$ cat src/hw/rtl/srbp_pkg.sv
package srbp_pkg;

    // default configuration
    localparam int DEF_NUM_SETS  = 2048;
    localparam int DEF_NUM_WAYS  = 16;
    localparam int DEF_SIG_WIDTH = 5;

    // fixed field geometry
    localparam int BLK_ADDR_W  = 58;
    localparam int BLK_SHIFT   = 6;
    localparam int PC_SHIFT_A  = 7;
    localparam int PC_SHIFT_B  = 13;
    localparam logic [1:0] PRED_MAX  = 2'd3;
    localparam logic [1:0] CTR_MAX   = 2'd3;
    localparam logic [1:0] CTR_INIT  = 2'd1;
    localparam logic [1:0] CTR_NEAR  = 2'd2;

    // request kinds
    localparam logic REQ_VICTIM = 1'b0;
    localparam logic REQ_UPDATE = 1'b1;

    // access kind that weakens the evicted signature
    localparam logic [1:0] ACC_WEAKEN = 2'd0;

    typedef struct packed {
        logic        req_type;
        logic [10:0] set_index;
        logic [3:0]  way_index;
        logic [63:0] phys_addr;
        logic [63:0] pc;
        logic [1:0]  access_type;
        logic        hit;
    } req_t;

    typedef struct packed {
        logic [3:0] victim_way;
        logic       inserted_near;
        logic       bypassed;
    } rsp_t;

    typedef enum logic [2:0] {
        S_CLEAR,
        S_IDLE,
        S_INDEX,
        S_EXEC,
        S_WEAK
    } state_t;

endpackage

$ cat src/hw/rtl/srbp_row_logic.sv
module srbp_row_logic
    import srbp_pkg::*;
#(
    parameter int NUM_WAYS = DEF_NUM_WAYS
)
(
    input  logic [NUM_WAYS-1:0][1:0]            preds,
    output logic [$clog2(NUM_WAYS)-1:0]         victim,
    output logic [NUM_WAYS-1:0][1:0]            preds_aged
);

    localparam int WAY_W = $clog2(NUM_WAYS);

    logic             found3;
    logic             found2;
    logic [WAY_W-1:0] way3;
    logic [WAY_W-1:0] way2;

    // first way predicted distant, and first way that becomes distant after aging
    always_comb
    begin
        found3 = 1'b0;
        found2 = 1'b0;
        way3   = '0;
        way2   = '0;
        for (int w = NUM_WAYS - 1; w >= 0; w--)
        begin
            if (preds[w] == PRED_MAX)
            begin
                found3 = 1'b1;
                way3   = WAY_W'(w);
            end
            if (preds[w][1])
            begin
                found2 = 1'b1;
                way2   = WAY_W'(w);
            end
        end
    end

    // age the whole set only when nothing is distant
    always_comb
    begin
        for (int w = 0; w < NUM_WAYS; w++)
        begin
            if (!found3 && preds[w] != PRED_MAX)
                preds_aged[w] = preds[w] + 2'd1;
            else
                preds_aged[w] = preds[w];
        end
        if (found3)
            victim = way3;
        else if (found2)
            victim = way2;
        else
            victim = '0;
    end

endmodule

$ cat config.mk
export PLATFORM = sky130hd
export DESIGN_NAME = srbp_row_logic
export DESIGN_NICKNAME = d
export VERILOG_FILES = /design/src/hw/rtl/srbp_pkg.sv /design/src/hw/rtl/srbp_row_logic.sv
export SDC_FILE = /design/constraint.sdc
export NUM_CORES = 1
export LEC_CHECK = 0
export BUFFER_PORTS_ARGS = -buffer_cell sky130_fd_sc_hd__buf_4
export CORE_ASPECT_RATIO = 1.2
export CORE_MARGIN = 2
export CORE_UTILIZATION = 45
export DETAILED_ROUTE_END_ITERATION = 10
export PLACE_DENSITY = 0.87
export SKIP_LAST_GASP = 1
export SYNTH_ARGS = -nofsm -noshare
export SYNTH_HDL_FRONTEND = slang
export SYNTH_SLANG_ARGS = --single-unit
$ cat constraint.sdc
create_clock -name vclk -period 3.88
set_clock_uncertainty 0.2 [all_clocks]
set_input_delay 0.582 -clock vclk [all_inputs]
set_output_delay 0.582 -clock vclk [all_outputs]
set_load 0.02 [all_outputs]
Word level (Yosys, flattened, before mapping):

Cells that the tools add are included.

* register bits: 0
* bits in latches: 0
* RAM bits: 0
* ROM bits: 0
* bits of input ports: 32
* output and inout bits: 36
* logic and storage cells: 147
* memories: 0

* add/sub/neg operators: 16
* $mul: 0
* divide/modulo/power cells: 0
* $lt $le $gt $ge: 0
* eq/ne operators: 32
* shifts and indexed selects: 0
* multiplexer cells: 82
* bitwise operators: 0
* reduce and logical (&&, ||, !) cells: 17

Operator list (number)
* $mux 4: 34
* $add 2x1->2 const B: 16
* $eq 2x2->1 const B: 16
* $mux 1: 32
* $mux 2: 16
* $ne 2x2->1 const B: 16
* $logic_and 1x1->1: 16
* $logic_not 1->1: 1

Depth between registers and ports, before layout:

Gate-level depths: netlist (run 1).

* depth in word-level cells: 20
* gate-level depth with buffers: 7
* depth with buffers taken out: 6

Worst setup path before layout (run 1):

OpenSTA, ideal clock, no wires.

* kind: in2out
* start: input preds[2] in the netlist's numbering
* end: output victim[1]
* arrival: 2.223 ns
* required time: 3.098 ns
* setup slack: 0.875 ns
* stages on the path: 6
* buffers on the path: 0
* path through: ha_1 or2_1 or3_4 nor2_4 nand3_1 o32ai_1

* word-level cells in the longest chain between the ends: 4
* elaborated cells on any way between the ends: 6
* classes of those cells: eq/ne (1); mux (5)

RTL lines
* start, declared: line srbp_row_logic.sv:7 `input logic [NUM_WAYS-1:0][1:0] preds,`
* $eq 2x2->1 *: line srbp_row_logic.sv:28 `if (preds[w] == PRED_MAX)`
* $mux 4 or $mux 1 (tied branches) (2 in a row): line srbp_row_logic.sv:28
* $mux 4 *: line srbp_row_logic.sv:51 `if (found3)`
* end, declared: line srbp_row_logic.sv:8 `output logic [$clog2(NUM_WAYS)-1:0] victim,`

Every way passes the cells marked *; elsewhere a longest branch is shown, timed or not.

==> impl_metrics.env, run 1 <==
export IMPL_rsz0062_at_grt="false"
export IMPL_synth_mux_area_frac=0.241
export IMPL_wl_met2_um=1570
export IMPL_hold_path_startpoint="preds[18]"
export IMPL_status="finished, final reports clean"
export IMPL_grt_pass1_wl_um=4450
export IMPL_yosysWarnings=0
export IMPL_grtUsageTotal=0.228
export IMPL_yosysSeqAreaShare=0
export IMPL_antenna_cells=0
export IMPL_fin_util=0.733
export IMPL_worst_hold_slack_ns=1.26
export IMPL_routed_top_layer="met3"
export IMPL_io_buffers=68
export IMPL_setup_viol=0
export IMPL_worstPathArrival_ns=2.47
export IMPL_holdCritPathClass="in2out"
export IMPL_syn_inst=114
export IMPL_p_switching_w=0.0000931
export IMPL_cts_setup_buffers=0
export IMPL_grt_start_max_net_pins=21
export IMPL_synth_top_family_by_area="multiplexers"
export IMPL_fp_dieH_um=54.8
export IMPL_power_density_nw_per_um2=124
export IMPL_slew_headroom=0.646
export IMPL_stdcell_area_um2=1500
export IMPL_synthSimpleGateAreaFrac=0.201
export IMPL_antenna_found_initial=0
export IMPL_wl_um=2790
export IMPL_synth_fa_ha_area_frac=0.207
export IMPL_dr_pass1_iters=4
export IMPL_io_pins=68
export IMPL_met3_length_um=135
export IMPL_switching_share=0.498
export IMPL_syn_to_final_growth_pct=55.4
export IMPL_viasPerCell=5.35
export IMPL_slew_viol_final=0
export IMPL_min_to="preds_aged[18]"
export IMPL_drt_met1_wl_um=1080
export IMPL_dieArea_um2=2530
export IMPL_worstPathRequired_ns=3.10
export IMPL_synthesis_nets=162
export IMPL_clkPwrFrac=0
export IMPL_n_fill_cell=179
export IMPL_via_count=1128
export IMPL_criticalPathCategory="in2out"
export IMPL_fmax_mhz=308
export IMPL_placed_area_um2=1500
export IMPL_synth_compound_area_share=0.162
export IMPL_cts_resized=0
export IMPL_ant_nets=0
export IMPL_internal_power_w=0.0000937
export IMPL_seqPwrFrac=0
export IMPL_start_util=0.471
export IMPL_final_cell_mix="buf_4, xnor2_1, ha_1, mux2_4, nor2_1"
export IMPL_yosysUniqueCellTypes=35
export IMPL_grt_pass1_vias=1095
export IMPL_worstMarginPinSlew_ns=0.527
export IMPL_power_leakage_nw=0.755
export IMPL_flops_and_latches=0
export IMPL_drc=0
export IMPL_syn_cell_area_um2=966
export IMPL_cap_violations=0
export IMPL_ff_latch_area_um2=0
export IMPL_fp_dieW_um=46.3
export IMPL_critPathMaxFanout=20
export IMPL_final_net_count=231
export IMPL_drive_gt1_frac=0.497
export IMPL_hold_viol_final=0
export IMPL_syn_avg_cell_area_um2=8.47
export IMPL_fin_tns_setup_ns=0
export IMPL_row_count=18
export IMPL_period_share=0.837
export IMPL_gp_congestion=0.863
export IMPL_fin_crit_ns=3.25
export IMPL_holdBufCountCts=0
export IMPL_ir_drop_mv=0.0871
export IMPL_synth_xor_area_share=0.145
export IMPL_drt_iter0_drc=11
export IMPL_hold_depth=3
export IMPL_wl_per_cell_um=13.2
export IMPL_start_kind="primary input"
export IMPL_hpwl_um=2480
export IMPL_gr_total_overflow=0
export IMPL_core_um2=2050
export IMPL_mostFrequentLayoutCell="buf_4"
export IMPL_nClkBuffers=0
export IMPL_p_comb_frac=1.000
export IMPL_endpoint_kind="primary output"
[power groups by stage]
stage	clock network (W)	registers (W)	logic, W
after floorplan	0	0	0.0000996
after global placement	0	0	0.000182
after detailed placement	0	0	0.000187
after CTS	0	0	0.000188
after global routing	0	0	0.000203
final	0	0	0.000187
[cells by family (layout without fill, tap and decap cells)]
group / after synthesis / count (layout)
buf+inv: 7 / 74
simple gates: 36 / 36
mux: 16 / 16
compound gates: 23 / 23
xor+xnor: 16 / 16
fa+ha+maj: 16 / 16
[cell usage after synthesis (2+ instances only)]
cell      instances  area share
nor3_1            3       0.016
o32ai_1           2       0.018
mux2_4           14        0.22
xnor2_1          16        0.15
nor2b_1           2       0.013
mux2_2            2       0.023
inv_1             4       0.016
nor2_1           13       0.051
a21oi_1           6       0.031
nor4_1            4       0.026
nand2_1           4       0.016
nand2b_1          2       0.013
buf_6             2       0.023
ha_1             16        0.21
o21ai_0           4       0.021
[worst max path at each step]
stage | start | to | cells after the start
final | preds[3] | preds_aged[21] | 9
after global routing | preds[3] | preds_aged[21] | 9
after CTS | preds[3] | preds_aged[21] | 9
after detailed placement | preds[3] | preds_aged[21] | 9
after global placement | preds[2] | preds_aged[19] | 9
after floorplan | preds[2] | victim[1] | 6
[cell type report]
type	count	area, um2	area share
well taps	30	37.5	0.0250
repair buffers	70	526	0.350
inverters	4	15.0	0.0100
multi-input cells	107	923	0.615
[per-stage QoR]
| step | cells | total power [W] | worst slack, ns |
|---|---|---|---|
| 2_1_floorplan | 114 | 0.0000996 | 0.875 |
| 3_3_place_gp | 211 | 0.000182 | 0.684 |
| 3_5_place_dp | 211 | 0.000187 | 0.647 |
| 4_1_cts | 211 | 0.000188 | 0.632 |
| 5_1_grt | 211 | 0.000203 | 0.566 |
| 6_report | 211 | 0.000187 | 0.631 |
[worst max-delay path, cell delays in order]
cell,delay (ns)
buf_4,0.13
ha_1,0.21
or2_1,0.26
or3_4,0.36
nor2_4,0.13
nand2_2,0.06
buf_4,0.24
mux2_4,0.33
buf_4,0.16
[layer usage]
metal  vias to the layer above  GRT usage
li1                        565          -
met1                       518      0.252
met2                        45      0.472
met3                         0    0.00990
met4                         0     0.0238
met5                         -          0
(Power assumes the default switching activity.)
==> run 2: changes to the inputs <==
- ABC_AREA: not set -> 1
- CORE_UTILIZATION: 45 -> 42
- PLACE_DENSITY: 0.87 -> 0.81
- clock period: 3.88 -> 2.74 ns (I/O delays scaled with it)
==> run 2 against run 1 <==
Cell count is 31% higher. Power is 48% higher. Critical path type unchanged. Die area is 25% higher. Highest routed layer unchanged. Synthesized cell count is 54% higher. Clock-buffer cell count stayed put. Combinational power is 48% higher. Routed wire length is 0.47% lower. Utilization is 7.0 points lower. First-iteration DRC count is 36% higher.
==> impl_metrics.env, run 2 <==
export IMPL_synthesis_nets=224
export IMPL_yosysTopAreaCellShare=0.213
export IMPL_hold_viol_final=0
export IMPL_fin_tns_setup_ns=0
export IMPL_fp_dieW_um=51.6
export IMPL_syn_cell_area_um2=1140
export IMPL_rsz0062_at_grt="false"
export IMPL_routed_top_layer="met3"
export IMPL_grt_start_max_net_pins=23
export IMPL_cts_setup_buffers=0
export IMPL_final_cell_mix="buf_4, nand2_1, inv_1, nor2_1, ha_1"
export IMPL_gp_congestion=0.796
export IMPL_hpwl_um=2520
export IMPL_internal_power_w=0.000132
export IMPL_flops_and_latches=0
export IMPL_yosysUniqueCellTypes=24
export IMPL_ant_nets=0
export IMPL_antenna_cells=0
export IMPL_fin_crit_ns=2.68
export IMPL_met3_length_um=96
export IMPL_critPathMaxFanout=22
export IMPL_gr_total_overflow=0
export IMPL_worst_hold_slack_ns=0.926
export IMPL_dp_cells=276
export IMPL_criticalPathCategory="in2out"
export IMPL_grt_pass1_vias=1084
export IMPL_final_net_count=293
export IMPL_switching_share=0.523
export IMPL_seqPwrFrac=0
export IMPL_fin_cells=276
export IMPL_wl_met2_um=1510
export IMPL_startpoint="preds[28]"
export IMPL_n_fill_cell=272
export IMPL_slew_headroom=0.733
export IMPL_min_to="preds_aged[4]"
export IMPL_mostFrequentLayoutCell="buf_4"
export IMPL_antenna_found_initial=0
export IMPL_syn_to_final_growth_pct=47.8
export IMPL_yosys_top_cells_count="nand2_1, inv_1, nor2_1"
export IMPL_drt_met1_wl_um=1160
export IMPL_period_share=0.979
export IMPL_dieArea_um2=3160
export IMPL_syn_avg_cell_area_um2=6.50
export IMPL_status="finished, final reports clean"
export IMPL_viasPerCell=4.68
export IMPL_wl_per_cell_um=10.0
export IMPL_fp_dieH_um=61.2
export IMPL_start_kind="primary input"
export IMPL_worstPathRequired_ns=2.13
export IMPL_synth_top_cell_by_area="xnor2_2"
export IMPL_ff_latch_area_um2=0
export IMPL_row_count=20
export IMPL_power_total_w=0.000276
export IMPL_grt_pass1_wl_um=4490
export IMPL_slew_viol_final=0
export IMPL_grtUsageTotal=0.177
export IMPL_drc=0
export IMPL_synth_most_common_cell="nand2_1"
export IMPL_io_buffers=68
export IMPL_yosysSeqAreaShare=0
export IMPL_via_count=1291
export IMPL_core_um2=2550
export IMPL_hold_depth=3
export IMPL_syn_inst=176
export IMPL_io_pins=68
export IMPL_fmax_mhz=373
export IMPL_worstMarginPinSlew_ns=0.398
export IMPL_p_comb_frac=1.000
export IMPL_start_util=0.448
export IMPL_power_density_nw_per_um2=164
export IMPL_worstPathArrival_ns=2.07
export IMPL_cap_violations=0
export IMPL_wl_um=2770
export IMPL_yosysWarnings=0
export IMPL_p_switching_w=0.000145
export IMPL_dr_pass1_iters=4
export IMPL_drive_gt1_frac=0.403
export IMPL_power_leakage_nw=1.02
export IMPL_nClkBuffers=0
export IMPL_endpoint_kind="primary output"
export IMPL_drt_iter0_drc=15
export IMPL_ir_drop_mv=0.106
export IMPL_synth_area_leaders="xnor2_2, ha_1, nand2_1"
export IMPL_holdCritPathClass="in2out"
export IMPL_clkPwrFrac=0
export IMPL_setup_viol=0
export IMPL_hold_path_startpoint="preds[4]"
run 2: repair_timing:
| action | 4_1_cts | 5_1_grt |
|---|---|---|
| hold buffers | 0 | 0 |
| gates resized for setup | 0 | 1 |
| endpoints found under the setup margin | 0 | 1 |
run 2: metal layers:
metal | up-vias | global-route usage
met3 | 0 | 0.00243
met5 | - | 0
li1 | 693 | -
met2 | 27 | 0.346
met1 | 571 | 0.231
met4 | 0 | 0
run 2: logic make-up (layout without fill, tap and decap cells):
logic type	after synthesis	in the layout	share of synthesized area
AOI/OAI and AO/OA	20	20	0.109
xor gates and xnor gates	16	16	0.221
buffers and inverters	37	104	0.151
adders and majority gates	16	16	0.175
muxes	1	1	0.0131
and+or+nand+nor	86	86	0.330
run 2: metrics by stage:
step                       util  area (um2)  worst slack (ns)
after floorplan               -        1140             0.306
after global placement    0.660        1690             0.127
after detailed placement  0.660        1690            0.0833
after CTS                 0.660        1690            0.0835
after global routing      0.662        1690           0.00826
final                     0.662        1690            0.0583
run 2: power groups by stage:
stage	clock network, W	logic (W)	registers, W
after floorplan	0	0.000156	0
after global placement	0	0.000273	0
after detailed placement	0	0.000277	0
after CTS	0	0.000278	0
after global routing	0	0.000305	0
final	0	0.000276	0
run 2: cell type report:
class | count | area (um2) | area share
Multi-Input combinational cell | 139 | 976 | 0.577
Timing Repair Buffer | 72 | 553 | 0.327
Inverter | 32 | 120 | 0.0711
Tap cell | 33 | 41.3 | 0.0244
run 2: worst max-delay path by stage:
stage                                end  slack [ns]  depth (start not counted)
after floorplan           preds_aged[11]        0.31                          7
after global placement    preds_aged[31]        0.13                          8
after detailed placement  preds_aged[31]        0.08                          8
after CTS                 preds_aged[31]        0.08                          8
after global routing           victim[2]       0.008                          9
final                     preds_aged[31]        0.06                          8
run 2: critical path, cell delays in order:
cell,delay (ns)
buf_4,0.12
ha_1,0.20
or2_4,0.27
nor4_4,0.25
nand2_2,0.14
buf_12,0.19
mux2_4,0.30
buf_4,0.16
==> run 3: changes to the inputs <==
- CORE_MARGIN: 2 -> 4
==> run 3 against run 2 <==
Critical endpoint unchanged. Largest power group unchanged. Via count shrank 1.2%. Clock-buffer cell count is the same. Sequential share of layout area is the same. Design area grew 0.59%. Non-clock buffer count grew 3. Worst setup slack gained 0.071 ns. Sequential cell count is the same. Highest routed layer unchanged.
==> impl_metrics.env, run 3 (synthesis gave the netlist of run 2 again) <==
export IMPL_status="finished, final reports clean"
export IMPL_ff_latch_area_um2=0
export IMPL_core_um2=2580
export IMPL_critPathMaxFanout=7
export IMPL_min_to="preds_aged[20]"
export IMPL_power_density_nw_per_um2=164
export IMPL_hpwl_um=2740
export IMPL_final_net_count=296
export IMPL_via_count=1276
export IMPL_setup_viol=0
export IMPL_viasPerCell=4.57
export IMPL_antenna_found_initial=0
export IMPL_grtUsageTotal=0.156
export IMPL_endpoint_kind="primary output"
export IMPL_drive_gt1_frac=0.415
export IMPL_wl_per_cell_um=10.8
export IMPL_rsz0062_at_grt="false"
export IMPL_dieArea_um2=3630
export IMPL_fmax_mhz=383
export IMPL_worstMarginPinSlew_ns=0.375
export IMPL_power_leakage_nw=1.02
export IMPL_grt_pass1_vias=1139
export IMPL_io_buffers=68
export IMPL_syn_to_final_growth_pct=48.7
export IMPL_fin_cells=279
export IMPL_period_share=0.953
export IMPL_worstPathRequired_ns=2.13
export IMPL_n_fill_cell=248
export IMPL_gp_congestion=0.822
export IMPL_drc=0
export IMPL_mostFrequentLayoutCell="buf_4"
export IMPL_fp_dieH_um=65.2
export IMPL_dr_pass1_iters=4
export IMPL_hold_viol_final=0
export IMPL_antenna_cells=0
export IMPL_grt_pass1_wl_um=4840
export IMPL_ir_drop_mv=0.106
export IMPL_power_total_w=0.000279
export IMPL_fp_dieW_um=55.6
export IMPL_gr_total_overflow=0
export IMPL_ant_nets=0
export IMPL_fin_util=0.660
export IMPL_fin_tns_setup_ns=0
export IMPL_row_count=20
export IMPL_fin_crit_ns=2.61
export IMPL_wl_um=3010
export IMPL_start_kind="primary input"
export IMPL_hold_path_startpoint="preds[20]"
export IMPL_start_util=0.444
export IMPL_criticalPathCategory="in2out"
export IMPL_slew_headroom=0.747
export IMPL_cap_violations=0
export IMPL_nClkBuffers=0
export IMPL_io_pins=68
export IMPL_dp_cells=278
export IMPL_slew_viol_final=0
export IMPL_final_cell_mix="buf_4, nand2_1, inv_1, nor2_1, ha_1"
export IMPL_holdCritPathClass="in2out"
export IMPL_drt_iter0_drc=30
export IMPL_worstPathArrival_ns=2.00
export IMPL_flops_and_latches=0
export IMPL_hold_depth=3
export IMPL_grt_start_max_net_pins=15
[run 3: worst max-delay path: stages]
cell and delay [ns]:
buf_4 0.12, ha_1 0.23, nor2_2 0.14, nand3_1 0.08, nor3_1 0.16, buf_4 0.15
nand2_2 0.09, buf_4 0.16, mux2_4 0.29, buf_4 0.16
[run 3: through the flow]
| step | instance area, um2 | hold slack [ns] | setup slack (ns) |
|---|---|---|---|
| finish | 1700 | 0.928 | 0.130 |
| CTS | 1690 | 0.929 | 0.103 |
| global route | 1700 | 0.939 | 0.0191 |
| floorplan | 1140 | 0.721 | 0.306 |
| detailed placement | 1690 | 0.928 | 0.112 |
| global placement | 1690 | 0.927 | 0.129 |
[run 3: report_power, final]
group / total [W] / leakage, nW / internal [W] / switching, W
clock: 0 / 0 / 0 / 0
combinational: 0.000279 / 1.02 / 0.000133 / 0.000146
sequential: 0 / 0 / 0 / 0
[run 3: layout make-up]
cell class	count	area, um2	area share
multi-input combinational	139	976	0.574
tap	33	41.3	0.0243
inverter	32	120	0.0706
timing repair buffer	75	563	0.331
[run 3: per-layer routing]
metal / vias up / track usage / share of wire
li1: 702 / - / -
met1: 545 / 0.187 / 0.39
met2: 29 / 0.312 / 0.56
met3: 0 / 0.0196 / 0.055
met4: 0 / 0 / 0
met5: - / 0 / 0
[run 3: how the worst max path moves through the flow]
stage          slack (ns)       from             end
2_1_floorplan        0.31  preds[28]  preds_aged[11]
3_3_place_gp         0.13  preds[10]  preds_aged[29]
3_5_place_dp         0.11  preds[10]       victim[2]
4_1_cts              0.10  preds[10]       victim[2]
5_1_grt              0.02  preds[28]  preds_aged[21]
6_report             0.13  preds[10]  preds_aged[31]
[run 3: repair_timing]
action | in CTS | in global routing
hold buffers | 0 | 0
endpoints found under the setup margin | 0 | 7
resized for setup | 0 | 2
setup buffers | 0 | 1
